===== config.mk =====
export PLATFORM = sky130hd
export DESIGN_NAME = detection_row_decode_flat
export DESIGN_NICKNAME = d
export VERILOG_FILES = /design/src/hdl/drd_pkg.sv /design/src/hdl/drd_if.sv /design/src/hdl/drd_select.sv /design/src/hdl/drd_scale.sv /design/src/hdl/drd_emit.sv /design/src/hdl/detection_row_decode.sv /design/src/flat_wrapper.sv
export SDC_FILE = /design/constraint.sdc
export NUM_CORES = 2
export LEC_CHECK = 0
export ABC_AREA = 1
export BUFFER_PORTS_ARGS = -buffer_cell sky130_fd_sc_hd__buf_2
export CORE_MARGIN = 2
export CORE_UTILIZATION = 60
export CTS_BUF_LIST = sky130_fd_sc_hd__clkbuf_4
export DETAILED_ROUTE_END_ITERATION = 10
export GPL_TIMING_DRIVEN = 0
export PLACE_DENSITY = 0.9
export SLEW_MARGIN = 5
export SYNTH_ARGS = -nofsm -noshare
export SYNTH_HDL_FRONTEND = slang
export SYNTH_HIERARCHICAL = 1
export SYNTH_SLANG_ARGS = --single-unit
export TNS_END_PERCENT = 20

===== constraint.sdc =====
create_clock -name i_clk -period 12 [get_ports i_clk]
set_input_delay 0 -clock i_clk [delete_from_list [all_inputs] [get_ports i_clk]]
set_output_delay 0 -clock i_clk [all_outputs]
set_load 0.03 [all_outputs]

===== src/hdl/drd_pkg.sv =====
// Shared types, widths, register indexes and helpers for the detection row decoder.
package drd_pkg;

    localparam int FRAC_BITS  = 14;
    localparam int SLOTS      = 8;
    localparam int CAND_N     = SLOTS / 2;
    localparam int CLASS_W    = 3;
    localparam int IN_W       = 16;
    localparam int MAG_W      = FRAC_BITS + 1;
    localparam int SCORE_W    = 15;
    localparam int PIX_W      = 13;
    localparam int CTR_W      = 27;
    localparam int DIFF_W     = 18;
    localparam int MUL_W      = MAG_W + PIX_W;
    localparam int CMUL_W     = 32;
    localparam int CFG_IDX_W  = 2;
    localparam int CFG_DATA_W = 15;

    typedef logic [CFG_IDX_W-1:0] t_cfg_idx;
    localparam t_cfg_idx CFG_THRESHOLD = 2'd0;
    localparam t_cfg_idx CFG_FRAME_W   = 2'd1;
    localparam t_cfg_idx CFG_FRAME_H   = 2'd2;

    localparam logic [SCORE_W-1:0] THRESHOLD_RST = 15'd7373;
    localparam logic [PIX_W-1:0]   FRAME_RST     = 13'd640;

    typedef logic [CLASS_W-1:0] t_cls;
    typedef logic [SCORE_W-1:0] t_score;

    typedef struct packed {
        t_score val;
        t_cls   idx;
    } t_cand;

    typedef struct packed {
        logic signed [IN_W-1:0] norm_center_x;
        logic signed [IN_W-1:0] norm_center_y;
        logic signed [IN_W-1:0] norm_width;
        logic signed [IN_W-1:0] norm_height;
        logic signed [IN_W-1:0] score_0;
        logic signed [IN_W-1:0] score_1;
        logic signed [IN_W-1:0] score_2;
        logic signed [IN_W-1:0] score_3;
        logic signed [IN_W-1:0] score_4;
        logic signed [IN_W-1:0] score_5;
        logic signed [IN_W-1:0] score_6;
        logic signed [IN_W-1:0] score_7;
    } t_row;

    typedef struct packed {
        t_cls             class_index;
        t_score           best_score;
        logic [PIX_W-1:0] box_left;
        logic [PIX_W-1:0] box_top;
        logic [PIX_W-1:0] box_pixel_width;
        logic [PIX_W-1:0] box_pixel_height;
        logic [CTR_W-1:0] pixel_center_x;
        logic [CTR_W-1:0] pixel_center_y;
    } t_det;

    typedef struct packed {
        t_score           threshold;
        logic [PIX_W-1:0] frame_width;
        logic [PIX_W-1:0] frame_height;
    } t_cfg;

    // first stage: range-checked geometry and half-reduced argmax
    typedef struct packed {
        logic [MAG_W-1:0]         cx;
        logic [MAG_W-1:0]         cy;
        logic [MAG_W-1:0]         w;
        logic [MAG_W-1:0]         h;
        logic signed [DIFF_W-1:0] dx;
        logic signed [DIFF_W-1:0] dy;
        t_cand [CAND_N-1:0]       cand;
    } t_s1;

    // second stage: products and final argmax
    typedef struct packed {
        t_cand                    best;
        logic signed [CMUL_W-1:0] prod_l;
        logic signed [CMUL_W-1:0] prod_t;
        logic [MUL_W-1:0]         prod_w;
        logic [MUL_W-1:0]         prod_h;
        logic [MUL_W-1:0]         prod_cx;
        logic [MUL_W-1:0]         prod_cy;
    } t_s2;

    // strict greater: the earlier candidate keeps ties
    function automatic t_cand pick(t_cand a, t_cand b);
        return (b.val > a.val) ? b : a;
    endfunction

endpackage


===== src/hdl/drd_if.sv =====
// Channel interfaces: row input, detection output and register write port.
interface drd_row_if import drd_pkg::*; ();
    logic valid;
    logic ready;
    t_row data;
    modport source(output valid, output data, input ready);
    modport sink(input valid, input data, output ready);
endinterface

interface drd_det_if import drd_pkg::*; ();
    logic valid;
    logic ready;
    t_det data;
    modport source(output valid, output data, input ready);
    modport sink(input valid, input data, output ready);
endinterface

interface drd_cfg_if import drd_pkg::*; ();
    logic                  valid;
    logic                  ready;
    t_cfg_idx              index;
    logic [CFG_DATA_W-1:0] data;
    modport source(output valid, output index, output data, input ready);
    modport sink(input valid, input index, input data, output ready);
endinterface


===== src/hdl/drd_select.sv =====
// Stage 1: coordinate range check, score clamp and first argmax level.
module drd_select import drd_pkg::*; #(
    parameter int CLASS_COUNT = 8
) (
    input  logic i_clk,
    input  logic i_rst_n,
    input  logic i_valid,
    output logic o_ready,
    input  t_row i_row,
    output logic o_valid,
    input  logic i_ready,
    output t_s1  o_data
);

    localparam logic [31:0] ONE_Q = 32'(1) << FRAC_BITS;

    logic                   r_valid;
    t_s1                    r_data;
    t_s1                    n_data;
    logic                   n_keep;
    logic signed [IN_W-1:0] score [SLOTS];
    t_cand                  leaf [SLOTS];

    function automatic logic in_unit(logic signed [IN_W-1:0] v);
        return !v[IN_W-1] && (32'(v[MAG_W-1:0]) <= ONE_Q);
    endfunction

    always_comb begin
        score[0] = i_row.score_0;
        score[1] = i_row.score_1;
        score[2] = i_row.score_2;
        score[3] = i_row.score_3;
        score[4] = i_row.score_4;
        score[5] = i_row.score_5;
        score[6] = i_row.score_6;
        score[7] = i_row.score_7;

        n_keep = in_unit(i_row.norm_center_x) && in_unit(i_row.norm_center_y) &&
                 in_unit(i_row.norm_width) && in_unit(i_row.norm_height);

        // scores at or below zero can never win, nor can unused slots
        for (int j = 0; j < SLOTS; j++) begin
            leaf[j].val = (j < CLASS_COUNT && !score[j][IN_W-1]) ? score[j][SCORE_W-1:0] : '0;
            leaf[j].idx = CLASS_W'(j);
        end

        n_data.cx = i_row.norm_center_x[MAG_W-1:0];
        n_data.cy = i_row.norm_center_y[MAG_W-1:0];
        n_data.w  = i_row.norm_width[MAG_W-1:0];
        n_data.h  = i_row.norm_height[MAG_W-1:0];
        n_data.dx = $signed({2'b00, n_data.cx, 1'b0}) - $signed({3'b000, n_data.w});
        n_data.dy = $signed({2'b00, n_data.cy, 1'b0}) - $signed({3'b000, n_data.h});
        for (int k = 0; k < CAND_N; k++) begin
            n_data.cand[k] = pick(leaf[2*k], leaf[2*k+1]);
        end
    end

    assign o_ready = !r_valid || i_ready;

    always_ff @(posedge i_clk) begin
        if (!i_rst_n) begin
            r_valid <= 1'b0;
        end else if (o_ready) begin
            r_valid <= i_valid && n_keep;
        end
    end

    always_ff @(posedge i_clk) begin
        if (o_ready && i_valid) begin
            r_data <= n_data;
        end
    end

    assign o_valid = r_valid;
    assign o_data  = r_data;

endmodule


===== src/hdl/drd_scale.sv =====
// Stage 2: frame-size products and the last argmax levels.
module drd_scale import drd_pkg::*; (
    input  logic             i_clk,
    input  logic             i_rst_n,
    input  logic             i_valid,
    output logic             o_ready,
    input  t_s1              i_data,
    input  logic [PIX_W-1:0] i_frame_width,
    input  logic [PIX_W-1:0] i_frame_height,
    output logic             o_valid,
    input  logic             i_ready,
    output t_s2              o_data
);

    logic                     r_valid;
    t_s2                      r_data;
    t_s2                      n_data;
    logic signed [CMUL_W-1:0] dx_ext;
    logic signed [CMUL_W-1:0] dy_ext;
    logic signed [CMUL_W-1:0] fw_ext;
    logic signed [CMUL_W-1:0] fh_ext;

    always_comb begin
        dx_ext = {{(CMUL_W-DIFF_W){i_data.dx[DIFF_W-1]}}, i_data.dx};
        dy_ext = {{(CMUL_W-DIFF_W){i_data.dy[DIFF_W-1]}}, i_data.dy};
        fw_ext = {{(CMUL_W-PIX_W){1'b0}}, i_frame_width};
        fh_ext = {{(CMUL_W-PIX_W){1'b0}}, i_frame_height};

        n_data.best    = pick(pick(i_data.cand[0], i_data.cand[1]),
                              pick(i_data.cand[2], i_data.cand[3]));
        n_data.prod_l  = dx_ext * fw_ext;
        n_data.prod_t  = dy_ext * fh_ext;
        n_data.prod_w  = MUL_W'(i_data.w)  * MUL_W'(i_frame_width);
        n_data.prod_h  = MUL_W'(i_data.h)  * MUL_W'(i_frame_height);
        n_data.prod_cx = MUL_W'(i_data.cx) * MUL_W'(i_frame_width);
        n_data.prod_cy = MUL_W'(i_data.cy) * MUL_W'(i_frame_height);
    end

    assign o_ready = !r_valid || i_ready;

    always_ff @(posedge i_clk) begin
        if (!i_rst_n) begin
            r_valid <= 1'b0;
        end else if (o_ready) begin
            r_valid <= i_valid;
        end
    end

    always_ff @(posedge i_clk) begin
        if (o_ready && i_valid) begin
            r_data <= n_data;
        end
    end

    assign o_valid = r_valid;
    assign o_data  = r_data;

endmodule


===== src/hdl/drd_emit.sv =====
// Stage 3: threshold test, corner clamp, fraction shifts and the output register.
module drd_emit import drd_pkg::*; (
    input  logic   i_clk,
    input  logic   i_rst_n,
    input  logic   i_valid,
    output logic   o_ready,
    input  t_s2    i_data,
    input  t_score i_threshold,
    output logic   o_valid,
    input  logic   i_ready,
    output t_det   o_det
);

    logic              r_valid;
    t_det              r_det;
    t_det              n_det;
    logic              n_keep;
    logic [CMUL_W-1:0] l_sh;
    logic [CMUL_W-1:0] t_sh;
    logic [MUL_W-1:0]  w_sh;
    logic [MUL_W-1:0]  h_sh;

    always_comb begin
        n_keep = (i_data.best.val != '0) && (i_data.best.val >= i_threshold);

        l_sh = $unsigned(i_data.prod_l) >> (FRAC_BITS + 1);
        t_sh = $unsigned(i_data.prod_t) >> (FRAC_BITS + 1);
        w_sh = i_data.prod_w >> FRAC_BITS;
        h_sh = i_data.prod_h >> FRAC_BITS;

        n_det.class_index      = i_data.best.idx;
        n_det.best_score       = i_data.best.val;
        // left/top edge clamps at zero when the product is not positive
        n_det.box_left         = (!i_data.prod_l[CMUL_W-1] && i_data.prod_l != '0)
                                 ? l_sh[PIX_W-1:0] : '0;
        n_det.box_top          = (!i_data.prod_t[CMUL_W-1] && i_data.prod_t != '0)
                                 ? t_sh[PIX_W-1:0] : '0;
        n_det.box_pixel_width  = w_sh[PIX_W-1:0];
        n_det.box_pixel_height = h_sh[PIX_W-1:0];
        n_det.pixel_center_x   = i_data.prod_cx[CTR_W-1:0];
        n_det.pixel_center_y   = i_data.prod_cy[CTR_W-1:0];
    end

    assign o_ready = !r_valid || i_ready;

    always_ff @(posedge i_clk) begin
        if (!i_rst_n) begin
            r_valid <= 1'b0;
        end else if (o_ready) begin
            r_valid <= i_valid && n_keep;
        end
    end

    always_ff @(posedge i_clk) begin
        if (o_ready && i_valid) begin
            r_det <= n_det;
        end
    end

    assign o_valid = r_valid;
    assign o_det   = r_det;

endmodule


===== src/hdl/detection_row_decode.sv =====
// Detection row decoder: three-stage pipeline: range check, argmax, scaling, threshold.
// An accepted row passes the select, scale and emit stage registers in that order.
// Throughput: one row per cycle unless the output stalls; each stage is a register
// with its own valid bit; ready runs back combinationally through the stage registers.
// Rows that fail the range check or the score test leave no word behind.
// Synchronous active-low reset clears the valid bits; threshold 7373, frame 640 x 640.
module detection_row_decode import drd_pkg::*; #(
    parameter int CLASS_COUNT = 8
) (
    input  logic  i_clk,
    input  logic  i_rst_n,
    drd_row_if.sink   i_row,
    drd_det_if.source o_det,
    drd_cfg_if.sink   i_cfg
);

    t_cfg r_cfg;
    t_cfg n_cfg;

    logic s1_valid;
    logic s1_ready;
    t_s1  s1_data;
    logic s2_valid;
    logic s2_ready;
    t_s2  s2_data;

    assign i_cfg.ready = 1'b1;

    always_comb begin
        n_cfg = r_cfg;
        if (i_cfg.valid) begin
            case (i_cfg.index)
                CFG_THRESHOLD: n_cfg.threshold    = i_cfg.data[SCORE_W-1:0];
                CFG_FRAME_W:   n_cfg.frame_width  = i_cfg.data[PIX_W-1:0];
                CFG_FRAME_H:   n_cfg.frame_height = i_cfg.data[PIX_W-1:0];
                default:       n_cfg = r_cfg;
            endcase
        end
    end

    always_ff @(posedge i_clk) begin
        if (!i_rst_n) begin
            r_cfg.threshold    <= THRESHOLD_RST;
            r_cfg.frame_width  <= FRAME_RST;
            r_cfg.frame_height <= FRAME_RST;
        end else begin
            r_cfg <= n_cfg;
        end
    end

    drd_select #(
        .CLASS_COUNT(CLASS_COUNT)
    ) u_select (
        .i_clk  (i_clk),
        .i_rst_n(i_rst_n),
        .i_valid(i_row.valid),
        .o_ready(i_row.ready),
        .i_row  (i_row.data),
        .o_valid(s1_valid),
        .i_ready(s1_ready),
        .o_data (s1_data)
    );

    drd_scale u_scale (
        .i_clk         (i_clk),
        .i_rst_n       (i_rst_n),
        .i_valid       (s1_valid),
        .o_ready       (s1_ready),
        .i_data        (s1_data),
        .i_frame_width (r_cfg.frame_width),
        .i_frame_height(r_cfg.frame_height),
        .o_valid       (s2_valid),
        .i_ready       (s2_ready),
        .o_data        (s2_data)
    );

    drd_emit u_emit (
        .i_clk      (i_clk),
        .i_rst_n    (i_rst_n),
        .i_valid    (s2_valid),
        .o_ready    (s2_ready),
        .i_data     (s2_data),
        .i_threshold(r_cfg.threshold),
        .o_valid    (o_det.valid),
        .i_ready    (o_det.ready),
        .o_det      (o_det.data)
    );

endmodule


===== src/flat_wrapper.sv =====
// flat-port wrapper written by rule: the top's interface ports become plain ports
module detection_row_decode_flat import drd_pkg::*;
#(
    parameter int CLASS_COUNT = 8
)
  (i_clk, i_rst_n, i_row_valid, i_row_data, i_row_ready, o_det_valid, o_det_data, o_det_ready, i_cfg_valid, i_cfg_index, i_cfg_data, i_cfg_ready);
  drd_row_if i_row_i ();
  drd_det_if o_det_i ();
  drd_cfg_if i_cfg_i ();
  input  logic i_clk;
  input  logic i_rst_n;
  input wire logic [$bits(i_row_i.valid)-1:0] i_row_valid;
  input wire logic [$bits(i_row_i.data)-1:0] i_row_data;
  output wire logic [$bits(i_row_i.ready)-1:0] i_row_ready;
  output wire logic [$bits(o_det_i.valid)-1:0] o_det_valid;
  output wire logic [$bits(o_det_i.data)-1:0] o_det_data;
  input wire logic [$bits(o_det_i.ready)-1:0] o_det_ready;
  input wire logic [$bits(i_cfg_i.valid)-1:0] i_cfg_valid;
  input wire logic [$bits(i_cfg_i.index)-1:0] i_cfg_index;
  input wire logic [$bits(i_cfg_i.data)-1:0] i_cfg_data;
  output wire logic [$bits(i_cfg_i.ready)-1:0] i_cfg_ready;
  assign i_row_i.valid = i_row_valid;
  assign i_row_i.data = i_row_data;
  assign i_row_ready = i_row_i.ready;
  assign o_det_valid = o_det_i.valid;
  assign o_det_data = o_det_i.data;
  assign o_det_i.ready = o_det_ready;
  assign i_cfg_i.valid = i_cfg_valid;
  assign i_cfg_i.index = i_cfg_index;
  assign i_cfg_i.data = i_cfg_data;
  assign i_cfg_ready = i_cfg_i.ready;
  detection_row_decode #(.CLASS_COUNT(CLASS_COUNT)) u_core (.i_clk(i_clk), .i_rst_n(i_rst_n), .i_row(i_row_i), .o_det(o_det_i), .i_cfg(i_cfg_i));
endmodule

==> metrics.txt, run 1 <==
vias in the first global route 69.5k; CTS Root Cell clkbuf_4; gate count after technology mapping 8612; first-pass GRT wire length 389000 microns; largest net degree at the start of global routing 38; GR Overflow Total 8; Initial Util 0.605; Chip Height 344 microns; Synth Cell Area 69200 sq um; placed wire-length estimate 165000 microns; CTS Buffer Depth 3; Overall Global Routing Usage 0.440; Die X 344 microns; Placer Congestion 1.02; Synth Warn # 6; first error [ERROR GRT-0116] Global routing finished with congestion. Check the congestion regions in the DRC Viewer.; outcome did not finish; post-CTS sizing 0; Mapped Avg Cell Area 8.03 sq um; placed cells 10.5k; Setup WS pre-CTS 4.68 ns; port buffer count 338; H-tree depth 4; Halt Stage global routing (5_1_grt); Post-CTS Setup Repair Bufs 0; placed standard-cell area 73200 sq um; clock buffer count from CTS 136; Ports 341; site row count 124
-- stage by stage --
| stage | hold slack [ns] | util |
|---|---|---|
| floorplan | 0.0989 | - |
| global placement | 0.215 | 0.637 |
| detailed placement | 0.215 | 0.640 |
| CTS | 0.00545 | 0.705 |
-- what timing repair did --
item,CTS
hold buffers,569
setup endpoints to repair,0
hold endpoints to repair,569
-- routing by layer --
metal,GRT usage,overflow
met4,0.294,2
met3,0.221,5
met2,0.634,1
met5,0.0685,0
met1,0.509,0
==> inputs of run 2 (changes only) <==
--- a/config.mk
+++ b/config.mk
@@ -8,11 +8,10 @@
 export ABC_AREA = 1
 export BUFFER_PORTS_ARGS = -buffer_cell sky130_fd_sc_hd__buf_2
 export CORE_MARGIN = 2
-export CORE_UTILIZATION = 60
-export CTS_BUF_LIST = sky130_fd_sc_hd__clkbuf_4
+export CORE_UTILIZATION = 40
 export DETAILED_ROUTE_END_ITERATION = 10
 export GPL_TIMING_DRIVEN = 0
-export PLACE_DENSITY = 0.9
+export PLACE_DENSITY_LB_ADDON = 0.15
 export SLEW_MARGIN = 5
 export SYNTH_ARGS = -nofsm -noshare
 export SYNTH_HDL_FRONTEND = slang
==> run 2 against run 1 <==
The flow now finishes without violations. Synthesized area unchanged. Synthesized cell count stayed put.
==> metrics.txt, run 2 <==
outcome complete, no violations; cell area power density 181 nW/um^2; nature of the critical path endpoint flip-flop; VDD IR max 0.000162 V; hold-critical path endpoint u_core/u_select/o_data[146]; fillers 17.2k; Worst Path Max Fanout 10; slew margin rel. 0.190; vias in the first global route 57.5k; site row count 152 (+23%); non-filler instance count after layout 11.6k; RR Endpoint u_core/u_scale/o_data[174]; Clock transition at path regs 0.06 ns; R2R setup slack 4.30 ns; crit path kind flip-flop to flip-flop; CTS tree built; final hold violations 0; Mapped Avg Cell Area 8.03 sq um (unchanged); Core ar. 172000 sq um; final net count 11.1k; Die ar. 176000 sq um; Hold Path Depth 2; largest net degree at the start of global routing 36; CTS Buffer Depth 3 (unchanged); post-route setup slack 4.30 ns; fraction of layout cells with a size suffix above 1 0.0647; DRT iter0 DRCs 3921; Final setup violation count 0; Ports 341 (unchanged); first-pass GRT wire length 333000 microns; Area Overhead vs Synth 13.9%; final wirelength 214000 microns; period utilization 0.641; placed wire-length estimate 180000 microns (+9.0%); Fin Hold WS 0.0751 ns; antenna violations before repair 10; WP data arrival 8.08 ns; static leakage 0.0441 uW; Routed WL per cell 18.4 microns; Worst Max-Slew Pin Slew 1.22 ns; GR Overflow Total 0; maxcap violations 0; clk_skew 0.0323 ns; Overall Global Routing Usage 0.248; gate count after technology mapping 8612 (unchanged); antenna-violating nets left 0; path depth of the worst reg2reg path 20; Synth Cell Area 69200 sq um (unchanged); Post-CTS Setup Repair Bufs 0 (unchanged); Synth Warn # 6 (unchanged); DRC violations left 0; Placer Congestion 0.938 (-7.7%); setup TNS 0 ns; highest clock rate 0.130 GHz; H-tree depth 3 (-1); CP startpoint kind flip-flop; max reg flops 162; Initial Util 0.403 (-0.202); commonest non-fill, non-tap cell in the layout nand2_1; vias per std cell 4.83; CTS Root Cell clkbuf_16; Die X 420 microns (+22%); final core utilization 0.459; clock period minus worst slack 7.70 ns; worst min path class input pin to flip-flop; CP required 12.38 ns; via count 56.2k; R2R Path Start u_core/r_cfg[17]; placed cells 11.3k (+7.6%); Chip Height 420 microns (+22%); Setup WS pre-CTS 4.44 ns (-0.244 ns); clock buffer count from CTS 66 (-51%); HP Start i_row_data[168]; drt first pass iters 5; commonest cells after routing, fill and taps aside nand2_1, inv_1, fa_1; CTS Sinks 486; Clock Latency Late Sink 0.69 ns; unrepaired setup endpoints after global routing no; port buffer count 338 (unchanged); Slew Limit Fails 0
run 2: timing repair:
item / 4_1_cts / 5_1_grt
hold buffers: 225 / 0
endpoints found under the hold margin: 227 / 0
gates resized for setup: 0 / 0
endpoints found under the setup margin: 0 / 0
run 2: layer usage:
layer  GRT usage  part of all wire  vias up  wire length, microns
met5           0          0.000051        -                    11
met4      0.0817             0.034        2                  7300
met3      0.0427             0.068      303                 14500
met2       0.405              0.46     1695                 99100
met1       0.334              0.43    27397                 93000
li1            -                 -    26771                     -
run 2: worst max-delay path, cell delays in order, from the launching register on:
cell	delay, ns
dfxtp_1	0.50
clkbuf_1	0.76
buf_1	0.76
nand2_1	0.17
fa_1	0.57
fa_1	0.73
inv_1	0.20
fa_1	0.49
fa_1	0.50
fa_1	0.50
inv_1	0.06
fa_1	0.50
inv_1	0.05
ha_1	0.50
nand2_1	0.16
nor2_1	0.27
nand2_1	0.15
nor4_1	0.17
nand2_1	0.12
nand3_1	0.10
nand2_1	0.13
run 2: final cells by class:
cell class | instances | area (sq um) | area share
Sequential cell | 486 | 14200 | 0.180
Antenna cell | 5 | 12.5 | 0.000159
Multi-Input combinational cell | 5533 | 45200 | 0.573
Clock inverter | 41 | 528 | 0.00670
Timing Repair Buffer | 581 | 4330 | 0.0550
Buffer | 285 | 1240 | 0.0158
Clock buffer | 78 | 1770 | 0.0225
Inverter | 2314 | 8690 | 0.110
Tap cell | 2310 | 2890 | 0.0367
run 2: stage by stage:
stage / total power (uW) / instance area, sq um
finish: 14300 / 78800
global route: 15800 / 78800
CTS: 14400 / 78800
detailed placement: 12100 / 74200
global placement: 12100 / 73800
floorplan: 9050 / 69200
run 2: worst max-delay path by stage:
stage,from,end,slack [ns]
6_report,u_core/r_cfg[17],u_core/u_scale/o_data[174],4.30
4_1_cts,u_core/r_cfg[17],u_core/u_scale/o_data[174],4.39
5_1_grt,u_core/r_cfg[17],u_core/u_scale/o_data[174],4.06
3_5_place_dp,u_core/r_cfg[17],u_core/u_scale/o_data[174],4.44
2_1_floorplan,u_core/u_emit/o_valid,u_core/u_emit/o_det[0],1.79
3_3_place_gp,u_core/u_scale/o_valid,u_core/u_emit/o_det[105],-5.41
run 2: report_power, final:
| part | switching [uW] | internal (uW) |
|---|---|---|
| logic | 6540 | 3320 |
| clock network | 839 | 1250 |
| registers | 81.7 | 2240 |
(Power assumes the default switching activity.)
